--- src/design/htlsi_pkg.sv ---
// Shared types, constants and helpers for the timer / LCD status / interrupt unit.
// No dependencies; used by every other file in the design folder.
package htlsi_pkg;

  // Register index map of the configuration write port
  localparam logic [2:0] RegTimerControl  = 3'd0;
  localparam logic [2:0] RegTimerModulo   = 3'd1;
  localparam logic [2:0] RegLcdEnable     = 3'd2;
  localparam logic [2:0] RegStatIrqEnable = 3'd3;
  localparam logic [2:0] RegIrqEnableMask = 3'd4;
  localparam logic [2:0] RegFramePeriod   = 3'd5;

  localparam int CfgDataWidth = 24;

  localparam logic [8:0]  DivLimit         = 9'd255;
  localparam logic [9:0]  LineCycles       = 10'd456;
  localparam logic [9:0]  Mode2Start       = 10'd376;
  localparam logic [9:0]  Mode3Start       = 10'd204;
  localparam logic [7:0]  LastLine         = 8'd153;
  localparam logic [7:0]  VblankLine       = 8'd144;
  localparam logic [11:0] TimerResetCount  = 12'd1024;
  localparam logic [23:0] FramePeriodReset = 24'd69905;
  localparam logic [24:0] DispatchCycles   = 25'd16;
  localparam logic [7:0]  TimaMax          = 8'd255;

  // LCD modes
  localparam logic [1:0] ModeHblank = 2'd0;
  localparam logic [1:0] ModeVblank = 2'd1;
  localparam logic [1:0] ModeOam    = 2'd2;
  localparam logic [1:0] ModeXfer   = 2'd3;

  // Interrupt flag bit positions
  localparam int IrqVblank = 0;
  localparam int IrqLcd    = 1;
  localparam int IrqTimer  = 2;
  localparam int IrqJoypad = 4;
  localparam int IrqCount  = 5;

  typedef struct packed {
    logic [2:0]  timer_control;
    logic [7:0]  timer_modulo;
    logic        lcd_enable;
    logic [1:0]  stat_irq_enables;
    logic [4:0]  irq_enable_mask;
    logic [23:0] frame_period;
  } cfg_t;

  typedef struct packed {
    logic [5:0] cycle_count;
    logic       master_enable;
    logic       joypad_request;
  } item_t;

  typedef struct packed {
    logic [7:0] divider_value;
    logic [7:0] timer_value;
    logic [7:0] line_number;
    logic [1:0] display_mode;
    logic [4:0] pending_flags;
    logic       dispatch;
    logic [6:0] vector_address;
  } result_t;

  // Timer reload for clock select bits
  function automatic logic [11:0] reload_for(input logic [1:0] sel);
    logic [11:0] r;
    unique case (sel)
      2'd1:    r = 12'd16;
      2'd2:    r = 12'd64;
      2'd3:    r = 12'd256;
      default: r = 12'd1024;
    endcase
    return r;
  endfunction

endpackage

--- src/design/htlsi_core.sv ---
// State registers and single-pass next-state logic: divider, LCD mode, scanline,
// timer, frame counter and interrupt dispatch. Depends on htlsi_pkg.
module htlsi_core (
  input  logic              clk_i,
  input  logic              rst_ni,
  input  logic              accept_i,
  input  htlsi_pkg::item_t  item_i,
  input  htlsi_pkg::cfg_t   cfg_i,
  output htlsi_pkg::result_t result_o
);

  logic [8:0]  div_prescale_q, div_prescale_d;
  logic [7:0]  div_reg_q, div_reg_d;
  logic [9:0]  line_countdown_q, line_countdown_d;
  logic [7:0]  line_reg_q, line_reg_d;
  logic [1:0]  mode_reg_q, mode_reg_d;
  logic [11:0] timer_countdown_q, timer_countdown_d;
  logic [7:0]  tima_reg_q, tima_reg_d;
  logic [4:0]  irq_flags_q, irq_flags_d;
  logic [24:0] frame_count_q, frame_count_d;
  logic        taken;
  logic [6:0]  vector;

  always_comb begin
    logic [8:0] presc_sum;
    logic [1:0] next_mode;
    logic       req;
    logic [7:0] line_inc;
    logic [4:0] act;
    logic       found;

    irq_flags_d = irq_flags_q;
    if (item_i.joypad_request) begin
      irq_flags_d[htlsi_pkg::IrqJoypad] = 1'b1;
    end

    // divider
    presc_sum = div_prescale_q + {3'b0, item_i.cycle_count};
    if (presc_sum >= htlsi_pkg::DivLimit) begin
      div_prescale_d = '0;
      div_reg_d      = div_reg_q + 8'd1;
    end else begin
      div_prescale_d = presc_sum;
      div_reg_d      = div_reg_q;
    end

    // LCD mode and scanline
    next_mode = htlsi_pkg::ModeVblank;
    req       = 1'b0;
    line_inc  = line_reg_q + 8'd1;
    if (!cfg_i.lcd_enable) begin
      line_countdown_d = htlsi_pkg::LineCycles;
      line_reg_d       = '0;
      mode_reg_d       = htlsi_pkg::ModeVblank;
    end else begin
      priority if (line_reg_q >= htlsi_pkg::VblankLine) begin
        next_mode = htlsi_pkg::ModeVblank;
      end else if (line_countdown_q >= htlsi_pkg::Mode2Start) begin
        next_mode = htlsi_pkg::ModeOam;
        req       = cfg_i.stat_irq_enables[1];
      end else if (line_countdown_q >= htlsi_pkg::Mode3Start) begin
        next_mode = htlsi_pkg::ModeXfer;
      end else begin
        next_mode = htlsi_pkg::ModeHblank;
        req       = cfg_i.stat_irq_enables[0];
      end
      if (req && (next_mode != mode_reg_q)) begin
        irq_flags_d[htlsi_pkg::IrqLcd] = 1'b1;
      end
      mode_reg_d = next_mode;
      if (line_countdown_q <= {4'b0, item_i.cycle_count}) begin
        line_countdown_d = htlsi_pkg::LineCycles;
        line_reg_d       = (line_inc > htlsi_pkg::LastLine) ? 8'd0 : line_inc;
      end else begin
        line_countdown_d = line_countdown_q - {4'b0, item_i.cycle_count};
        line_reg_d       = line_reg_q;
      end
    end

    // programmable timer
    timer_countdown_d = timer_countdown_q;
    tima_reg_d        = tima_reg_q;
    if (cfg_i.timer_control[2]) begin
      if (timer_countdown_q <= {6'b0, item_i.cycle_count}) begin
        timer_countdown_d = htlsi_pkg::reload_for(cfg_i.timer_control[1:0]);
        if (tima_reg_q == htlsi_pkg::TimaMax) begin
          tima_reg_d                       = cfg_i.timer_modulo;
          irq_flags_d[htlsi_pkg::IrqTimer] = 1'b1;
        end else begin
          tima_reg_d = tima_reg_q + 8'd1;
        end
      end else begin
        timer_countdown_d = timer_countdown_q - {6'b0, item_i.cycle_count};
      end
    end

    // frame counter
    frame_count_d = frame_count_q + {19'b0, item_i.cycle_count};
    if (frame_count_d > {1'b0, cfg_i.frame_period}) begin
      irq_flags_d[htlsi_pkg::IrqVblank] = 1'b1;
      frame_count_d                     = '0;
    end

    // dispatch: lowest pending enabled request wins
    taken  = 1'b0;
    vector = '0;
    found  = 1'b0;
    act    = cfg_i.irq_enable_mask & irq_flags_d;
    if (item_i.master_enable) begin
      for (int b = 0; b < htlsi_pkg::IrqCount; b++) begin
        if (!found && act[b]) begin
          found          = 1'b1;
          irq_flags_d[b] = 1'b0;
          vector         = {1'b1, 3'(b), 3'b000};
        end
      end
      if (found) begin
        taken         = 1'b1;
        frame_count_d = frame_count_d + htlsi_pkg::DispatchCycles;
      end
    end
  end

  always_ff @(posedge clk_i or negedge rst_ni) begin
    if (!rst_ni) begin
      div_prescale_q    <= '0;
      div_reg_q         <= '0;
      line_countdown_q  <= htlsi_pkg::LineCycles;
      line_reg_q        <= '0;
      mode_reg_q        <= htlsi_pkg::ModeHblank;
      timer_countdown_q <= htlsi_pkg::TimerResetCount;
      tima_reg_q        <= '0;
      irq_flags_q       <= '0;
      frame_count_q     <= '0;
    end else if (accept_i) begin
      div_prescale_q    <= div_prescale_d;
      div_reg_q         <= div_reg_d;
      line_countdown_q  <= line_countdown_d;
      line_reg_q        <= line_reg_d;
      mode_reg_q        <= mode_reg_d;
      timer_countdown_q <= timer_countdown_d;
      tima_reg_q        <= tima_reg_d;
      irq_flags_q       <= irq_flags_d;
      frame_count_q     <= frame_count_d;
    end
  end

  assign result_o.divider_value  = div_reg_d;
  assign result_o.timer_value    = tima_reg_d;
  assign result_o.line_number    = line_reg_d;
  assign result_o.display_mode   = mode_reg_d;
  assign result_o.pending_flags  = irq_flags_d;
  assign result_o.dispatch       = taken;
  assign result_o.vector_address = vector;

endmodule

--- src/design/htlsi_outreg.sv ---
// Result register with valid/stall handshake; frees the input side whenever the
// held request is taken or absent. Depends on htlsi_pkg.
module htlsi_outreg (
  input  logic               clk_i,
  input  logic               rst_ni,
  input  logic               in_valid_i,
  output logic               in_stall_o,
  input  htlsi_pkg::result_t result_i,
  output logic               out_valid_o,
  input  logic               out_stall_i,
  output htlsi_pkg::result_t result_o,
  output logic               accept_o
);

  logic               valid_q, valid_d;
  htlsi_pkg::result_t data_q;

  assign in_stall_o = valid_q && out_stall_i;
  assign accept_o   = in_valid_i && !in_stall_o;

  always_comb begin
    valid_d = valid_q;
    if (accept_o) begin
      valid_d = 1'b1;
    end else if (!out_stall_i) begin
      valid_d = 1'b0;
    end
  end

  always_ff @(posedge clk_i or negedge rst_ni) begin
    if (!rst_ni) begin
      valid_q <= 1'b0;
    end else begin
      valid_q <= valid_d;
    end
  end

  always_ff @(posedge clk_i) begin
    if (accept_o) begin
      data_q <= result_i;
    end
  end

  assign out_valid_o = valid_q;
  assign result_o    = data_q;

endmodule

--- src/design/handheld_timer_lcd_status_irq_unit.sv ---
// Top level of the timer / LCD status / interrupt unit: configuration registers,
// core and result register. Depends on htlsi_pkg, htlsi_core and htlsi_outreg.

// One request per executed instruction: its cycle count, the CPU master enable
// and a joypad request. The block advances the divider, LCD mode and scanline,
// the programmable timer and the frame counter, then dispatches the lowest
// pending enabled interrupt and reports all register values. Throughput is one
// request per clock while not stalled; the result reaches the output register
// in the cycle after acceptance, through a single pass of add/compare logic
// from the state registers. A held result does not block acceptance unless it
// is stalled. Configuration is written through a plain write port; the user
// must write it only while the block is idle, which the block does not enforce.
module handheld_timer_lcd_status_irq_unit (
  input  logic        clk_i,
  input  logic        rst_ni,
  // configuration
  input  logic        cfg_we_i,
  input  logic [2:0]  cfg_index_i,
  input  logic [htlsi_pkg::CfgDataWidth-1:0] cfg_data_i,
  // input request
  input  logic        in_valid_i,
  output logic        in_stall_o,
  input  logic [5:0]  cycle_count_i,
  input  logic        master_enable_i,
  input  logic        joypad_request_i,
  // result request
  output logic        out_valid_o,
  input  logic        out_stall_i,
  output logic [7:0]  divider_value_o,
  output logic [7:0]  timer_value_o,
  output logic [7:0]  line_number_o,
  output logic [1:0]  display_mode_o,
  output logic [4:0]  pending_flags_o,
  output logic        dispatch_o,
  output logic [6:0]  vector_address_o
);

  htlsi_pkg::cfg_t    cfg_q;
  htlsi_pkg::item_t   item;
  htlsi_pkg::result_t core_result;
  htlsi_pkg::result_t out_result;
  logic               accept;

  // Configuration registers; unused indexes are ignored
  always_ff @(posedge clk_i or negedge rst_ni) begin
    if (!rst_ni) begin
      cfg_q.timer_control    <= '0;
      cfg_q.timer_modulo     <= '0;
      cfg_q.lcd_enable       <= 1'b0;
      cfg_q.stat_irq_enables <= '0;
      cfg_q.irq_enable_mask  <= '0;
      cfg_q.frame_period     <= htlsi_pkg::FramePeriodReset;
    end else if (cfg_we_i) begin
      unique case (cfg_index_i)
        htlsi_pkg::RegTimerControl:  cfg_q.timer_control    <= cfg_data_i[2:0];
        htlsi_pkg::RegTimerModulo:   cfg_q.timer_modulo     <= cfg_data_i[7:0];
        htlsi_pkg::RegLcdEnable:     cfg_q.lcd_enable       <= cfg_data_i[0];
        htlsi_pkg::RegStatIrqEnable: cfg_q.stat_irq_enables <= cfg_data_i[1:0];
        htlsi_pkg::RegIrqEnableMask: cfg_q.irq_enable_mask  <= cfg_data_i[4:0];
        htlsi_pkg::RegFramePeriod:   cfg_q.frame_period     <= cfg_data_i;
        default: ;
      endcase
    end
  end

  assign item.cycle_count    = cycle_count_i;
  assign item.master_enable  = master_enable_i;
  assign item.joypad_request = joypad_request_i;

  // State update happens at the same edge as the result is captured
  htlsi_core u_core (
    .clk_i    (clk_i),
    .rst_ni   (rst_ni),
    .accept_i (accept),
    .item_i   (item),
    .cfg_i    (cfg_q),
    .result_o (core_result)
  );

  htlsi_outreg u_outreg (
    .clk_i       (clk_i),
    .rst_ni      (rst_ni),
    .in_valid_i  (in_valid_i),
    .in_stall_o  (in_stall_o),
    .result_i    (core_result),
    .out_valid_o (out_valid_o),
    .out_stall_i (out_stall_i),
    .result_o    (out_result),
    .accept_o    (accept)
  );

  assign divider_value_o  = out_result.divider_value;
  assign timer_value_o    = out_result.timer_value;
  assign line_number_o    = out_result.line_number;
  assign display_mode_o   = out_result.display_mode;
  assign pending_flags_o  = out_result.pending_flags;
  assign dispatch_o       = out_result.dispatch;
  assign vector_address_o = out_result.vector_address;

  // An accepted request always produces a result on the next cycle
  assert property (@(posedge clk_i) disable iff (!rst_ni)
    (in_valid_i && !in_stall_o) |=> out_valid_o)
    else $error("accepted request lost");

  // Scanline never leaves its range
  assert property (@(posedge clk_i) disable iff (!rst_ni)
    out_valid_o |-> (line_number_o <= htlsi_pkg::LastLine))
    else $error("scanline out of range");

  // Vector is well formed when taken and zero otherwise
  assert property (@(posedge clk_i) disable iff (!rst_ni)
    out_valid_o |-> (dispatch_o ? (vector_address_o[6] && vector_address_o[2:0] == 3'd0
                                   && vector_address_o[5:3] <= 3'd4)
                                : (vector_address_o == 7'd0)))
    else $error("bad interrupt vector");

endmodule
--- config.mk ---
export PLATFORM = sky130hd
export DESIGN_NAME = handheld_timer_lcd_status_irq_unit
export DESIGN_NICKNAME = d
export VERILOG_FILES = /design/src/design/htlsi_pkg.sv /design/src/design/htlsi_core.sv /design/src/design/htlsi_outreg.sv /design/src/design/handheld_timer_lcd_status_irq_unit.sv
export SDC_FILE = /design/constraint.sdc
export NUM_CORES = 1
export LEC_CHECK = 0
export BUFFER_PORTS_ARGS = -buffer_cell sky130_fd_sc_hd__buf_2
export CORE_ASPECT_RATIO = 1.75
export CORE_UTILIZATION = 65
export CTS_CLUSTER_SIZE = 40
export DETAILED_ROUTE_END_ITERATION = 16
export GPL_TIMING_DRIVEN = 1
export PLACE_DENSITY = 0.85
export REMOVE_ABC_BUFFERS = 1
export SETUP_SLACK_MARGIN = 0.5
export SLEW_MARGIN = 40
export SYNTH_ARGS = -nofsm -noshare
export SYNTH_HDL_FRONTEND = slang
export SYNTH_HIERARCHICAL = 1
export SYNTH_SLANG_ARGS = --single-unit
--- constraint.sdc ---
create_clock -name clk_i -period 12.4 [get_ports clk_i]
set_clock_uncertainty 0.2 [all_clocks]
set_input_delay 3.1 -clock clk_i [delete_from_list [all_inputs] [get_ports clk_i]]
set_output_delay 3.1 -clock clk_i [all_outputs]
set_load 0.03 [all_outputs]
# Yosys cells after proc, flatten, opt, wreduce, memory -nomap -nowiden
# Index checks and enable logic that the tools add are counted.
word_totals:
  register_bits: 170
  out_inout_bits: 41
  inputBits: 40
classes:
  reduce_logical: 22
  order_cmp: 8
  addsub: 8
  bitwise_logic: 2
  eq_ne: 11
  n_mux: 55
ops:
  columns: ["operator", "n"]
  rows:
  - ["25-bit 2-to-1 mux", 3]
  - ["8-bit 2-to-1 mux", 7]
  - ["7-bit 2-to-1 mux", 5]
  - ["11-bit case mux with 3 select lines", 1]
  - ["1-bit 2-to-1 mux", 29]
  - ["25-bit by 5-bit adder with 25-bit output, second input constant", 1]
  - ["25-bit by 6-bit adder with 25-bit output", 1]
  - ["25-bit by 24-bit > comparator with 1-bit output", 1]
  - ["8-bit by 1-bit adder with 8-bit output, second input constant", 3]
  - ["10-bit 2-to-1 mux", 2]
  - ["2-bit AND reduction", 7]
  - ["12-bit by 6-bit less-or-equal comparator with 1-bit output", 1]
  - ["12-bit 2-to-1 mux", 1]
  - ["12-bit by 6-bit subtractor with 12-bit output", 1]
  - ["10-bit by 8-bit >= comparator with 1-bit output, second input constant", 1]
  - ["10-bit by 9-bit >= comparator with 1-bit output, second input constant", 1]
  - ["10-bit by 6-bit less-or-equal comparator with 1-bit output", 1]
  - ["2-bit 2-to-1 mux", 5]
  - ["10-bit by 6-bit subtractor with 10-bit output", 1]
  - ["9-bit by 6-bit adder with 9-bit output", 1]
  - ["9-bit by 8-bit >= comparator with 1-bit output, second input constant", 1]
  - ["9-bit 2-to-1 mux", 1]
  - ["8-bit equality test, second input constant", 1]
  - ["8-bit >= comparator, second input constant", 1]
  - ["16 further kinds", 29]

# Logic depth before layout (Yosys ltp)
logic_depth:
  word_depth: 30
  depth_mapped: 23
  ltp_nobuf: 21

# Modules after synthesis
# The synthesis kept the hierarchy.
modules_own_cells:
  columns: ["module", "area_each_um2", "cells_each", "n_inst"]
  rows:
  - ["htlsi_core", 7465.9, 897, 1]
  - ["handheld_timer_lcd_status_irq_unit", 1664.1, 95, 1]
  - ["htlsi_outreg", 1221.2, 43, 1]

# Worst setup path after synthesis
# OpenSTA, ideal clock, no wires.
synth_timing:
  path_kind: "input -> register"
  from: "input cycle_count_i[4]"
  to: "register u_core.frame_count_q[14]"
  n_path_buf: 3
  path_stages: 23
  t_required_ns: 12.104
  slack_ns: 4.635
  setup_ns: 0.096
  arrival_time_ns: 7.470
  cell_sequence: "ha_1 > and2_1 > and4_1 > or3_1 > buf_2 > and3_1 > and4_1 > xnor2_1 > inv_1 > ha_1 > nand3_1 > nor4_1 > o221ai_1 > o311a_1 > o21a_1 > buf_4 > and2_1 > ha_1 > a21boi_2 > buf_2 > a211oi_1 > o21ai_1 > o31ai_1"
synth_via:
  elab_chain_cells: 24
  elab_cells_between_ends: 29
  cone_classes: "add/sub (2); order compare (2); mux (16); bitwise (1); reduce/logical (8)"
synth_lines:
  columns: ["element", "line_no", "text"]
  rows:
  - ["from (decl)", "handheld_timer_lcd_status_irq_unit.sv:23", "input logic [5:0] cycle_count_i,"]
  - ["25-bit by 6-bit adder with 25-bit output", "htlsi_core.sv:98", "frame_count_d = frame_count_q + {19'b0, item_i.cycle_count};"]
  - ["25-bit by 24-bit > comparator with 1-bit output", "htlsi_core.sv:99", "if (frame_count_d > {1'b0, cfg_i.frame_period}) begin"]
  - ["1-bit 2-to-1 mux", "htlsi_core.sv:99", null]
  - ["5-bit AND", "htlsi_core.sv:108", "act = cfg_i.irq_enable_mask & irq_flags_d;"]
  - ["1-bit 2-to-1 mux", "htlsi_core.sv:111", "if (!found && act[b]) begin"]
  - ["1-bit 2-to-1 mux", "htlsi_core.sv:109", "if (item_i.master_enable) begin"]
  - ["1-bit logical NOT", "htlsi_core.sv:111", null]
  - ["1-bit logical AND", "htlsi_core.sv:111", null]
  - ["[8 not listed]", null, null]
  - ["1-bit 2-to-1 mux", "htlsi_core.sv:111", null]
  - ["1-bit 2-to-1 mux", "htlsi_core.sv:109", null]
  - ["1-bit logical NOT", "htlsi_core.sv:111", null]
  - ["1-bit logical AND", "htlsi_core.sv:111", null]
  - ["1-bit 2-to-1 mux", "htlsi_core.sv:111", null]
  - ["1-bit 2-to-1 mux", "htlsi_core.sv:109", null]
  - ["25-bit 2-to-1 mux", "htlsi_core.sv:117", "if (found) begin"]
  - ["25-bit 2-to-1 mux *", "htlsi_core.sv:109", null]
  - ["to (signal assigned)", "htlsi_core.sv:144", "frame_count_q <= frame_count_d;"]
  - ["to (decl)", "htlsi_core.sv:20", "logic [24:0] frame_count_q, frame_count_d;"]
# Mark *: on every way between the ends. The rest lies on a longest branch, timed or not. The select of a mux whose other input is x is not followed.
# A chain may end at the register's enable or synchronous reset.

# Worst setup path after layout
layout_timing:
  from: "input cycle_count_i[4]"
  to: "register u_core.frame_count_q[22]"
# Same word-level chain as after synthesis.

==> results.sh <==
export IMPL_ys_warn_count=6
export IMPL_grt_pass1_wl_mm=39.65
export IMPL_drt_iter0_markers=483
export IMPL_ys_seq_area_frac=0.4310
export IMPL_crit_arrival_ns=8.82
export IMPL_placedCellCount=1261
export IMPL_synth_xor_area_frac=0.05584
export IMPL_setup_tns_ns=0
export IMPL_timing_fmax_ghz=0.1154
export IMPL_setup_worst_path_start_class="input pin"
export IMPL_post_cts_buffers=0
export IMPL_grt_max_degree=74
export IMPL_hold_violations=0
export IMPL_slew_limit_headroom=0.4589
export IMPL_clock_path_buffers=2
export IMPL_grt_pass1_vias=8171
export IMPL_dr_pass1_iters=5
export IMPL_cp_cell_sequence="buf_2 -> ha_1 -> and2_1 -> and4_1 -> or3_1 -> and3_1 -> and4_1 -> xnor2_1 -> inv_1 -> ha_1 -> nand3_1 -> nor4_1 -> and3_1 -> o21a_1 -> nand2_1 -> inv_1 -> ha_1 -> a21boi_2 -> nand2_1 -> or3_1 -> a31oi_1"
export IMPL_fp_dieW_um=97.40
export IMPL_synth_simple_area_share=0.1744
export IMPL_vias_per_cell=6.390
export IMPL_synth_top_cell_by_area="dfrtp_1"
export IMPL_maxSlewViolCount=0
export IMPL_synth_top_cell_area_share=0.2925
export IMPL_critical_path_most_common_cell="ha_1"
export IMPL_cts_sinks=170
export IMPL_die_area_mm2=0.01645
export IMPL_synth_compound_area_frac=0.1583
export IMPL_antenna_found_initial=0
export IMPL_drc=0
export IMPL_design_area_mm2=0.01142
export IMPL_ys_types=92
export IMPL_start_util=0.6693
export IMPL_pre_cts_slack_ns=3.461
export IMPL_crit_type="input pin to register"
export IMPL_gr_total_overflow=0
export IMPL_dpl_hpwl_mm=17.19
export IMPL_ir_worst_vdd_uv=102.3
export IMPL_clkSlewWorstSetupHoldPaths_ns=0.07
export IMPL_diodes=0
export IMPL_muxShareOfSynthArea=0.06237
export IMPL_max_stage_delay_ns=0.60
export IMPL_gp_congestion=0.9546
export IMPL_p_leak_uw=0.005006
export IMPL_syn_cell_area_mm2=0.01035
export IMPL_outcome="finished, final reports clean"
export IMPL_cp_slowest_cell="a21boi_2"
export IMPL_crit_fanout=14
export IMPL_place_area_mm2=0.01082
export IMPL_synthFlopType="dfrtp_1"
export IMPL_design_core_area_mm2=0.01546
export IMPL_ys_seq_elements=170
export IMPL_drv_cap=0
export IMPL_track_usage=0.3017
export IMPL_area_delta_synth_final_pct=10.35
export IMPL_dr_total_vias=8262
export IMPL_required_ns=12.55
export IMPL_cts_max_level=4
export IMPL_hp_class="register to register"
export IMPL_synth_common_cells="dfrtp_1 (121), nand2_1 (97), nor2_1 (56)"
export IMPL_cp_end_kind="register"
export IMPL_cts_resized=0
export IMPL_syn_avg_cell_area_um2=10.00
export IMPL_synthTopCellsByArea="dfrtp_1 (29%), edfxtp_1 (11%), ha_1 (6.5%)"
export IMPL_power_uw=2193
export IMPL_setup_slack_ns=3.731
export IMPL_drtAntennaViolNets=0
export IMPL_pwr_share_clk=0.248
export IMPL_synth_most_common_cell="dfrtp_1"
export IMPL_yosys_area_share_adder=0.07398
export IMPL_finalCriticalPeriod_ns=8.669
export IMPL_fin_crit_sh=0.6991
export IMPL_p_comb_frac=0.379
export IMPL_die_h_um=168.9
export IMPL_cts_root_buf="clkbuf_16"
export IMPL_worst_pin_slew_ns=0.8117
export IMPL_synthCells=1035
export IMPL_layout_nets=1192
export IMPL_rsz0062_at_grt="false"
export IMPL_synthArstFlopShare=0.7706
export IMPL_rows=60
export IMPL_r2r_setup_slack_ns=6.14
export IMPL_cts_buffers=17
export IMPL_p_sw_frac=0.3963
export IMPL_stdcell_count=1293
export IMPL_drive_gt1_frac=0.1725
export IMPL_cts_tree="yes"
export IMPL_pin_count=81
export IMPL_synth_edf_count=39
export IMPL_hold_buffers=0
export IMPL_p_sw_uw=869.1
export IMPL_seq_power_share=0.373
export IMPL_power_internal_uw=1324
export IMPL_power_per_cell_area_mw_per_mm2=192.0
export IMPL_synth_top_family_by_area="simple AND/OR/NAND/NOR gates"
export IMPL_clock_latency_ns=0.44
export IMPL_routed_wl_mm=24.27
export IMPL_setup_viol=0
export IMPL_wire_per_inst_um=18.77
export IMPL_numPortBuffers=80
==> layer usage <==
layer,global-route usage,vias up,wire length (µm)
met5,0,-,0
met4,0.1688,0,1217
met3,0.04955,88,1036
met2,0.5418,299,12910
met1,0.3368,3993,9104
li1,-,3882,-
==> power groups by stage <==
stage	Combinational, µW	Clock, µW	Sequential (µW)
2_1_floorplan	572	0	822
3_3_place_gp	781	0	820
3_5_place_dp	809	0	823
4_1_cts	820	550	815
5_1_grt	912	574	833
6_report	831	544	818
==> layout by cell type, fill, tap and decap left out, types with 21 or more instances in the layout <==
cell,n
a21oi_1,54
and3_1,22
buf_2,79
dfrtp_1,121
edfxtp_1,39
ha_1,54
inv_1,55
mux2_1,21
mux2_2,31
nand2_1,97
nand3_1,37
nor2_1,56
nor3_1,22
o21ai_0,49
xnor2_1,43
==> area by class of cell <==
class	count	area, µm²
Timing Repair Buffer	87	462.9
Inverter	55	206.4
Tap cell	186	232.7
Multi-Input combinational cell	763	5461
Fill cell	1146	4043
Sequential cell	170	4462
Clock inverter	15	171.4
Clock buffer	17	425.4
==> logic make-up (layout without fill, tap and decap cells) <==
group           Yosys count  in the layout
mux                      58             58
simple gates            338            338
other cells               1              3
xor+xnor                 63             63
fa+ha+maj                59             59
buf+inv                 104            174
flops                   170            170
compound gates          242            242
==> path summary, 6_finish.rpt <==
kind / start / endpoint / cells after the start
max in group asynchronous: rst_ni / u_core/frame_count_q[5]$_DFFE_PN0P_ / 2
worst min-delay path: u_core/timer_countdown_q[2]$_DFFE_PN0P_ / u_core/timer_countdown_q[2]$_DFFE_PN0P_ / 2
worst max register to register: u_core/frame_count_q[4]$_DFFE_PN0P_ / u_core/frame_count_q[22]$_DFFE_PN0P_ / 20
worst min register to register: u_core/timer_countdown_q[2]$_DFFE_PN0P_ / u_core/timer_countdown_q[2]$_DFFE_PN0P_ / 2
min in group asynchronous: rst_ni / u_core/line_reg_q[2]$_DFFE_PN0P_ / 1
worst max-delay path: cycle_count_i[4] / u_core/frame_count_q[22]$_DFFE_PN0P_ / 21
==> registers in the layout, indices dropped and copies added (netlist names) <==
| name | cells |
|---|---|
| u_outreg/result_o | 39 |
| u_outreg/out_valid_o | 1 |
| cfg_q | 43 |
| u_core/line_countdown_q | 10 |
| u_core/irq_flags_q | 5 |
| u_core/mode_reg_q | 2 |
| u_core/div_reg_q | 8 |
| u_core/tima_reg_q | 8 |
| u_core/line_reg_q | 8 |
| u_core/frame_count_q | 25 |
| u_core/div_prescale_q | 9 |
| u_core/timer_countdown_q | 12 |
==> metrics by stage <==
stage / hold slack, ns / utilization
finish: 0.2872 / 0.7386
global route: 0.3091 / 0.7386
CTS: 0.2887 / 0.7383
detailed placement: 0.2741 / 0.6997
global placement: 0.2618 / 0.6989
floorplan: 0.2485 / -
==> worst max-delay path, delay by kind of cell <==
family,cells,cell delay (ns)
and+or+nand+nor,11,3.08
AOI/OAI and AO/OA,3,1.18
adders and majority gates,3,0.80
xor gates and xnor gates,1,0.34
buffers and inverters,3,0.32
Power figures use the tool's default switching activity.
